**src/rtl/gbn_pkg.sv**
```systemverilog
// Shared types, constants and slot arithmetic for the Go-Back-N sender window.
package gbn_pkg;

    // Ring geometry
    localparam int WINDOW_DEPTH = 8;
    localparam int SLOT_W       = (WINDOW_DEPTH > 1) ? $clog2(WINDOW_DEPTH) : 1;
    localparam int COUNT_W      = 4;
    localparam int ADD_W        = ((SLOT_W > COUNT_W) ? SLOT_W : COUNT_W) + 1;
    localparam int RESULT_BOUND = 8;
    localparam int LIM_CAP_I    = (WINDOW_DEPTH < RESULT_BOUND) ? WINDOW_DEPTH : RESULT_BOUND;

    typedef logic [SLOT_W-1:0]  slot_idx_t;
    typedef logic [COUNT_W-1:0] count_t;

    localparam count_t LIM_CAP = COUNT_W'(LIM_CAP_I);

    // Event codes
    localparam logic [1:0] FUNC_SEND    = 2'd0;
    localparam logic [1:0] FUNC_ACK     = 2'd1;
    localparam logic [1:0] FUNC_TIMEOUT = 2'd2;

    // Result kinds
    localparam logic [2:0] KIND_SENT    = 3'd0;
    localparam logic [2:0] KIND_REFUSED = 3'd1;
    localparam logic [2:0] KIND_RETX    = 3'd2;
    localparam logic [2:0] KIND_DROPPED = 3'd3;
    localparam logic [2:0] KIND_ACKED   = 3'd4;
    localparam logic [2:0] KIND_EMPTY   = 3'd5;

    // Timer commands
    localparam logic [1:0] TIMER_NONE  = 2'd0;
    localparam logic [1:0] TIMER_START = 2'd1;
    localparam logic [1:0] TIMER_STOP  = 2'd2;

    // Register indexes
    localparam logic REG_RETRY_LIMIT  = 1'b0;
    localparam logic REG_WINDOW_LIMIT = 1'b1;

    localparam logic [3:0] RETRY_LIMIT_RST  = 4'd4;
    localparam logic [3:0] WINDOW_LIMIT_RST = 4'd8;
    localparam logic [3:0] RETRY_MAX        = 4'hF;

    typedef struct packed {
        logic [1:0]  func;
        logic [15:0] packet_length;
        logic [31:0] ack_number;
    } gbn_in_t;

    typedef struct packed {
        logic [2:0]  kind;
        logic [31:0] seq_out;
        logic [15:0] length_out;
        logic [3:0]  attempt;
        logic [3:0]  outstanding;
        logic [31:0] window_base;
        logic [1:0]  timer_cmd;
        logic        last;
    } gbn_out_t;

    typedef struct packed {
        logic [3:0] retry_limit;
        logic [3:0] window_limit;
    } gbn_cfg_t;

    // One ring slot as stored in memory
    typedef struct packed {
        logic [31:0] seq;
        logic [15:0] length;
        logic [3:0]  retries;
    } gbn_entry_t;

    localparam int ENTRY_W = $bits(gbn_entry_t);

    typedef struct packed {
        logic       we;
        slot_idx_t  waddr;
        gbn_entry_t wdata;
        logic       re;
        slot_idx_t  raddr;
    } gbn_mem_req_t;

    // Ring index plus offset; offset never exceeds the depth
    function automatic slot_idx_t slot_add(slot_idx_t b, count_t o);
        logic [ADD_W-1:0] s;
        s = ADD_W'(b) + ADD_W'(o);
        if (s >= ADD_W'(WINDOW_DEPTH))
        begin
            s = s - ADD_W'(WINDOW_DEPTH);
        end
        return s[SLOT_W-1:0];
    endfunction

endpackage

```
**src/rtl/gbn_ram.sv**
```systemverilog
// Generic single-write, single-read RAM with registered read data.
module gbn_ram #(
    parameter int WIDTH = 8,
    parameter int DEPTH = 8
) (
    input  logic                              clk,
    input  logic                              we,
    input  logic [$clog2(DEPTH > 1 ? DEPTH : 2)-1:0] waddr,
    input  logic [WIDTH-1:0]                  wdata,
    input  logic                              re,
    input  logic [$clog2(DEPTH > 1 ? DEPTH : 2)-1:0] raddr,
    output logic [WIDTH-1:0]                  rdata
);

    logic [WIDTH-1:0] mem [DEPTH];
    logic [WIDTH-1:0] rdata_reg;

    // Write port
    always_ff @(posedge clk)
    begin
        if (we)
        begin
            mem[waddr] <= wdata;
        end
    end

    // Registered read port
    always_ff @(posedge clk)
    begin
        if (re)
        begin
            rdata_reg <= mem[raddr];
        end
    end

    assign rdata = rdata_reg;

endmodule

```
**src/rtl/gbn_ctrl.sv**
```systemverilog
// Window sequencer: window pointers, event handling and the timeout walk over the slot RAM.
module gbn_ctrl
    import gbn_pkg::*;
(
    input  logic         clk,
    input  logic         rst_n,
    input  logic         start,
    input  gbn_in_t      req,
    output logic         busy,
    input  gbn_cfg_t     cfg,
    output gbn_mem_req_t mem_req,
    input  gbn_entry_t   mem_rdata,
    output logic         result_valid,
    output gbn_out_t     result
);

    typedef enum logic {
        S_IDLE,
        S_WALK
    } state_t;

    state_t      state_reg, state_next;
    slot_idx_t   head_reg, head_next;
    count_t      count_reg, count_next;
    logic [31:0] base_reg, base_next;
    logic [31:0] next_seq_reg, next_seq_next;
    slot_idx_t   walk_base_reg, walk_base_next;
    count_t      idx_reg, idx_next;
    count_t      total_reg, total_next;
    logic        dropping_reg, dropping_next;
    logic        result_valid_reg, result_valid_next;
    gbn_out_t    result_reg, result_next;

    logic        accept;
    count_t      lim;
    logic [31:0] ack_diff;
    count_t      acked;
    count_t      ack_count;
    logic        fin;
    logic [3:0]  retries_inc;

    assign accept = start && (state_reg == S_IDLE);
    assign lim    = (cfg.window_limit > LIM_CAP) ? LIM_CAP : cfg.window_limit;

    // Acknowledgment slide amount, clamped to the outstanding count
    assign ack_diff  = req.ack_number - base_reg;
    assign acked     = (ack_diff > 32'(count_reg)) ? count_reg : ack_diff[COUNT_W-1:0];
    assign ack_count = count_reg - acked;

    // Walk bookkeeping
    assign fin         = (idx_reg + count_t'(1)) == total_reg;
    assign retries_inc = (mem_rdata.retries == RETRY_MAX) ? RETRY_MAX
                                                          : mem_rdata.retries + 4'd1;

    // Next-state logic
    always_comb
    begin
        state_next        = state_reg;
        head_next         = head_reg;
        count_next        = count_reg;
        base_next         = base_reg;
        next_seq_next     = next_seq_reg;
        walk_base_next    = walk_base_reg;
        idx_next          = idx_reg;
        total_next        = total_reg;
        dropping_next     = dropping_reg;
        result_valid_next = 1'b0;
        result_next       = '0;
        mem_req           = '0;

        unique case (state_reg)
            S_IDLE:
            begin
                if (accept)
                begin
                    unique case (req.func)
                        FUNC_SEND:
                        begin
                            result_valid_next       = 1'b1;
                            result_next.last        = 1'b1;
                            result_next.window_base = base_reg;
                            if (count_reg < lim)
                            begin
                                mem_req.we                = 1'b1;
                                mem_req.waddr             = slot_add(head_reg, count_reg);
                                mem_req.wdata.seq         = next_seq_reg;
                                mem_req.wdata.length      = req.packet_length;
                                mem_req.wdata.retries     = '0;
                                count_next                = count_reg + count_t'(1);
                                next_seq_next             = next_seq_reg + 32'd1;
                                result_next.kind          = KIND_SENT;
                                result_next.seq_out       = next_seq_reg;
                                result_next.length_out    = req.packet_length;
                                result_next.outstanding   = count_reg + count_t'(1);
                                result_next.timer_cmd     = (count_reg == '0) ? TIMER_START
                                                                              : TIMER_NONE;
                            end
                            else
                            begin
                                result_next.kind        = KIND_REFUSED;
                                result_next.outstanding = count_reg;
                            end
                        end
                        FUNC_ACK:
                        begin
                            result_valid_next = 1'b1;
                            result_next.kind  = KIND_ACKED;
                            result_next.last  = 1'b1;
                            if (req.ack_number > base_reg)
                            begin
                                head_next               = slot_add(head_reg, acked);
                                count_next              = ack_count;
                                base_next               = req.ack_number;
                                result_next.outstanding = ack_count;
                                result_next.window_base = req.ack_number;
                                result_next.timer_cmd   = (ack_count != '0) ? TIMER_START
                                                                            : TIMER_STOP;
                            end
                            else
                            begin
                                result_next.outstanding = count_reg;
                                result_next.window_base = base_reg;
                                result_next.timer_cmd   = (count_reg != '0) ? TIMER_START
                                                                            : TIMER_STOP;
                            end
                        end
                        FUNC_TIMEOUT:
                        begin
                            if (count_reg == '0)
                            begin
                                result_valid_next       = 1'b1;
                                result_next.kind        = KIND_EMPTY;
                                result_next.last        = 1'b1;
                                result_next.window_base = base_reg;
                            end
                            else
                            begin
                                // prefetch the head slot, then walk the window
                                mem_req.re     = 1'b1;
                                mem_req.raddr  = head_reg;
                                walk_base_next = head_reg;
                                idx_next       = '0;
                                total_next     = count_reg;
                                dropping_next  = 1'b1;
                                state_next     = S_WALK;
                            end
                        end
                        default:
                        begin
                        end
                    endcase
                end
            end
            S_WALK:
            begin
                // read the following slot while this one is handled
                mem_req.re             = 1'b1;
                mem_req.raddr          = slot_add(walk_base_reg, idx_reg + count_t'(1));
                result_valid_next      = 1'b1;
                result_next.seq_out    = mem_rdata.seq;
                result_next.length_out = mem_rdata.length;
                result_next.last       = fin;
                if (dropping_reg && (mem_rdata.retries >= cfg.retry_limit))
                begin
                    head_next               = slot_add(head_reg, count_t'(1));
                    count_next              = count_reg - count_t'(1);
                    base_next               = base_reg + 32'd1;
                    result_next.kind        = KIND_DROPPED;
                    result_next.attempt     = mem_rdata.retries;
                    result_next.outstanding = count_reg - count_t'(1);
                    result_next.window_base = base_reg + 32'd1;
                    result_next.timer_cmd   = TIMER_NONE;
                end
                else
                begin
                    dropping_next           = 1'b0;
                    mem_req.we              = 1'b1;
                    mem_req.waddr           = slot_add(walk_base_reg, idx_reg);
                    mem_req.wdata.seq       = mem_rdata.seq;
                    mem_req.wdata.length    = mem_rdata.length;
                    mem_req.wdata.retries   = retries_inc;
                    result_next.kind        = KIND_RETX;
                    result_next.attempt     = retries_inc;
                    result_next.outstanding = count_reg;
                    result_next.window_base = base_reg;
                    result_next.timer_cmd   = fin ? TIMER_START : TIMER_NONE;
                end
                idx_next = idx_reg + count_t'(1);
                if (fin)
                begin
                    state_next = S_IDLE;
                end
            end
            default:
            begin
                state_next = S_IDLE;
            end
        endcase
    end

    // State and registered outputs
    always_ff @(posedge clk or negedge rst_n)
    begin
        if (!rst_n)
        begin
            state_reg        <= S_IDLE;
            head_reg         <= '0;
            count_reg        <= '0;
            base_reg         <= '0;
            next_seq_reg     <= '0;
            walk_base_reg    <= '0;
            idx_reg          <= '0;
            total_reg        <= '0;
            dropping_reg     <= 1'b0;
            result_valid_reg <= 1'b0;
            result_reg       <= '0;
        end
        else
        begin
            state_reg        <= state_next;
            head_reg         <= head_next;
            count_reg        <= count_next;
            base_reg         <= base_next;
            next_seq_reg     <= next_seq_next;
            walk_base_reg    <= walk_base_next;
            idx_reg          <= idx_next;
            total_reg        <= total_next;
            dropping_reg     <= dropping_next;
            result_valid_reg <= result_valid_next;
            result_reg       <= result_next;
        end
    end

    assign busy         = (state_reg != S_IDLE);
    assign result_valid = result_valid_reg;
    assign result       = result_reg;

endmodule

```
**src/rtl/go_back_n_sender_window.sv**
```systemverilog
// Top level of the Go-Back-N sender window: configuration registers, slot RAM and sequencer.
//
// For send, acknowledgment and empty-window timeout events the item is taken
// when start is high and busy is low, and its single result appears with result_valid
// in the next cycle. A timeout over n outstanding entries keeps busy high while the
// sequencer walks them and delivers n results on consecutive cycles (drops first, then
// retransmits, last marked); no new item is taken until the walk ends. The slot RAM's
// one read port visits one entry per cycle. Results are shown for exactly one cycle each
// and the receiver cannot stall them. Configuration writes are always ready and should be
// issued only while the block is idle.
module go_back_n_sender_window
    import gbn_pkg::*;
(
    input  logic     clk,
    input  logic     rst_n,
    input  logic     start,
    input  gbn_in_t  req,
    output logic     busy,
    output logic     result_valid,
    output gbn_out_t result,
    input  logic     cfg_valid,
    output logic     cfg_ready,
    input  logic     cfg_index,
    input  logic [3:0] cfg_data
);

    gbn_cfg_t     cfg_reg;
    gbn_mem_req_t mem_req;
    gbn_entry_t   mem_rdata;
    logic [ENTRY_W-1:0] rdata_raw;

    // Configuration registers
    always_ff @(posedge clk or negedge rst_n)
    begin
        if (!rst_n)
        begin
            cfg_reg.retry_limit  <= RETRY_LIMIT_RST;
            cfg_reg.window_limit <= WINDOW_LIMIT_RST;
        end
        else if (cfg_valid && cfg_ready)
        begin
            if (cfg_index == REG_RETRY_LIMIT)
            begin
                cfg_reg.retry_limit <= cfg_data;
            end
            else
            begin
                cfg_reg.window_limit <= cfg_data;
            end
        end
    end

    assign cfg_ready = 1'b1;

    // Slot storage: sequence number, length and retry count per ring slot
    gbn_ram #(
        .WIDTH(ENTRY_W),
        .DEPTH(WINDOW_DEPTH)
    ) u_slot_ram (
        .clk  (clk),
        .we   (mem_req.we),
        .waddr(mem_req.waddr),
        .wdata(mem_req.wdata),
        .re   (mem_req.re),
        .raddr(mem_req.raddr),
        .rdata(rdata_raw)
    );

    assign mem_rdata = rdata_raw;

    // Event sequencer
    gbn_ctrl u_ctrl (
        .clk         (clk),
        .rst_n       (rst_n),
        .start       (start),
        .req         (req),
        .busy        (busy),
        .cfg         (cfg_reg),
        .mem_req     (mem_req),
        .mem_rdata   (mem_rdata),
        .result_valid(result_valid),
        .result      (result)
    );

endmodule

```
**config.mk**
```make
export PLATFORM = sky130hd
export DESIGN_NAME = go_back_n_sender_window
export DESIGN_NICKNAME = d
export VERILOG_FILES = /design/src/rtl/gbn_pkg.sv /design/src/rtl/gbn_ram.sv /design/src/rtl/gbn_ctrl.sv /design/src/rtl/go_back_n_sender_window.sv
export SDC_FILE = /design/constraint.sdc
export NUM_CORES = 1
export LEC_CHECK = 0
export BUFFER_PORTS_ARGS = -buffer_cell sky130_fd_sc_hd__buf_2
export CAP_MARGIN = 20
export CORE_MARGIN = 4
export CORE_UTILIZATION = 50
export CTS_CLUSTER_DIAMETER = 80
export DETAILED_ROUTE_END_ITERATION = 7
export GPL_ROUTABILITY_DRIVEN = 1
export PLACE_DENSITY_LB_ADDON = 0.25
export SETUP_SLACK_MARGIN = 0.3
export SKIP_LAST_GASP = 1
export SYNTH_ARGS = -nofsm -noshare
export SYNTH_HDL_FRONTEND = slang
export SYNTH_SLANG_ARGS = --single-unit
```
**constraint.sdc**
```tcl
create_clock -name clk -period 13.7 [get_ports clk]
set_input_delay 1.37 -clock clk [delete_from_list [all_inputs] [get_ports clk]]
set_output_delay 1.37 -clock clk [all_outputs]
set_load 0.02 [all_outputs]
```
==> impl_metrics.json <==
{
  "r2r_slack_ns": 7.68,
  "fin_util": 0.571,
  "synthFlopType": "edfxtp_1",
  "grt_pass1_vias": 21500,
  "timing.fmax_mhz": 157,
  "gp_congestion": 0.890,
  "hold_path_class": "flop to flop",
  "post_cts_buffers": 0,
  "drive_gt1_frac": 0.117,
  "nFillCells": 4917,
  "dieArea_sq_um": 64200,
  "register_area_sq_um": 18700,
  "holdBufCountCts": 0,
  "num_antenna_cells": 0,
  "synth_largest_area_cell": "edfxtp_1",
  "fin_skew_ns": 0.0259,
  "multi_input_area_sq_um": 10500,
  "post-route-min-period_ns": 6.35,
  "clock_path_buffers": 3,
  "root_buffer": "clkbuf_16",
  "ant_nets": 0,
  "pwr_density_cell_nw_per_um2": 289,
  "cp-start-kind": "input port",
  "status": "finished clean",
  "finalCritPeriodShare": 0.464,
  "crit_arrival_ns": 6.90,
  "crit_fanout": 7,
  "grt_overflow": 0,
  "cap_violations": 0,
  "wl_per_cell_um": 21.1,
  "floorplan.initialDensity": 0.508,
  "avgSynthCellArea_sq_um": 10.9,
  "peakVddDrop_v": 0.000267,
  "syn_nets": 2869,
  "yosysWarnings": 0,
  "p_leak_nw": 13.3,
  "core_area_sq_um": 59200,
  "synth_seq_cells": 655,
  "power.total_mw": 9.79,
  "wl_um": 77100,
  "dpl_cell_area_sq_um": 31500,
  "holdWs_ns": 0.508,
  "yosysUniqueCellTypes": 80,
  "antenna_found_initial": 1,
  "hold_violations": 0,
  "placedCellCount": 3530,
  "critical_path_class": "input port to flop",
  "worst_slew_pin_slew_ns": 1.11,
  "synth_edf_count": 468,
  "io_pins": 156,
  "via_per_inst": 6.00,
  "dp_hpwl_um": 44800,
  "critPathRequiredTime_ns": 14.25,
  "cts_sinks": 655,
  "worst_slack_ns": 7.35,
  "finalSetupViolations": 0,
  "synthTopCellsByCount": "607 x nand2_1, 468 x edfxtp_1, 330 x nand3_1",
  "vias": 21900,
  "die_w_um": 253,
  "portBuffers": 154,
  "netlist_area_sq_um": 30100,
  "cts_made_buffers": 67,
  "fp.dieH_um": 253,
  "cts-resized-gates": 0,
  "drc": 0,
  "netlist.area_leader.share": 0.467,
  "grt_max_degree": 105,
  "async_reset_ff_frac": 0.285,
  "nNetsFinal": 2948,
  "drt_iter0_markers": 1841,
  "h-tree-depth": 3,
  "pre_cts_ws_ns": 6.75,
  "slew_viol_final": 0,
  "fin_area_sq_um": 33800,
  "globalRouteTotalUtil": 0.237,
  "clkTransAtPathRegs_ns": 0.06,
  "synth_cells": 2748,
  "largest_reg_flops": 416,
  "fin_cells": 3654,
  "slew_headroom": 0.261,
  "cts_tree": "done",
  "yosysSeqAreaShare": 0.623,
  "yosys-top-cells-area": "edfxtp_1 47%, dfrtp_1 15%, nand2_1 7.6%",
  "dr.pass1.iters": 5,
  "synth_most_common_cell": "nand2_1",
  "rows": 89,
  "clk_latency_ns": 0.61,
  "endpoint_kind": "flop",
  "syn_to_final_growth_pct": 12.4,
  "final.setup.tns_ns": 0,
  "rsz0062_at_grt": "no",
  "grt_pass1_wl_um": 121000
}
-- path summary, 6_finish.rpt --
path | startpoint | to | depth (start not counted)
max | req[1] | u_ctrl.result[38] | 26
min | u_slot_ram.rdata[50] | u_ctrl.result[89] | 1
max reg2reg | u_ctrl.base_reg[1] | u_ctrl.result[38] | 26
min reg2reg | u_slot_ram.rdata[50] | u_ctrl.result[89] | 1
max in group asynchronous | rst_n | u_ctrl.result[28] | 2
min in group asynchronous | rst_n | u_ctrl.result[4] | 1
-- power by group --
group | total [mW] | internal, mW | switching, mW | leakage (nW)
combinational | 4.30 | 1.34 | 2.95 | 5.37
sequential | 3.63 | 3.27 | 0.357 | 6.76
clock | 1.87 | 1.10 | 0.765 | 1.12
total | 9.79 | 5.71 | 4.08 | 13.3
-- cells by family after synthesis --
family / after synthesis / share of synthesized area
compound gates: 534 / 0.120
flops: 655 / 0.623
fa+ha+maj: 62 / 0.0273
buf+inv: 243 / 0.0315
simple gates: 1149 / 0.167
other cells: 1 / 0.000125
mux: 10 / 0.00353
xor+xnor: 94 / 0.0274
-- worst max-delay path, cell delays in order --
cell	delay (ns)
buf_2	0.13
ha_1	0.30
nor2b_1	0.25
o21a_1	0.15
nor2_1	0.05
xnor2_1	0.37
ha_1	0.33
nand3_1	0.09
o22ai_1	0.08
o22ai_1	0.14
o2111ai_1	0.12
a2111o_1	0.41
nor4_1	0.35
nand4_1	0.21
nor4_4	0.37
nand2_2	0.18
mux2i_1	0.33
ha_1	0.30
a21o_1	0.17
a21oi_1	0.36
nor3b_1	0.24
nand2_1	0.08
o211ai_1	0.13
a31oi_1	0.06
a21oi_1	0.18
a211o_1	0.13
-- layer usage --
| layer | wire length (um) | track usage | vias up |
|---|---|---|---|
| met3 | 4570 | 0.0336 | 148 |
| met1 | 31500 | 0.310 | 10800 |
| met4 | 2170 | 0.0766 | 2 |
| met2 | 38900 | 0.412 | 799 |
| met5 | 13 | 0 | - |
| li1 | - | - | 10200 |
-- layout by cell type, fill, tap and decap left out, drive strengths merged, types with 44 or more instances in the layout --
cell type and n:
clkbuf 99, edfxtp 468, a21oi 100, ha 56, a32o 47, xnor2 74, nand3 330, nand2 608
o22ai 51, dfrtp 185, buf 189, inv 62, nor2 102, o21ai 135, a22oi 44, a22o 47
-- final cells by class --
cell class,instances,area share
Multi-Input combinational cell,1850,0.311
Clock inverter,25,0.00958
Tap cell,773,0.0286
Clock buffer,98,0.0581
Inverter,63,0.00703
Timing Repair Buffer,190,0.0316
Sequential cell,655,0.554
(Power assumes the default switching activity.)
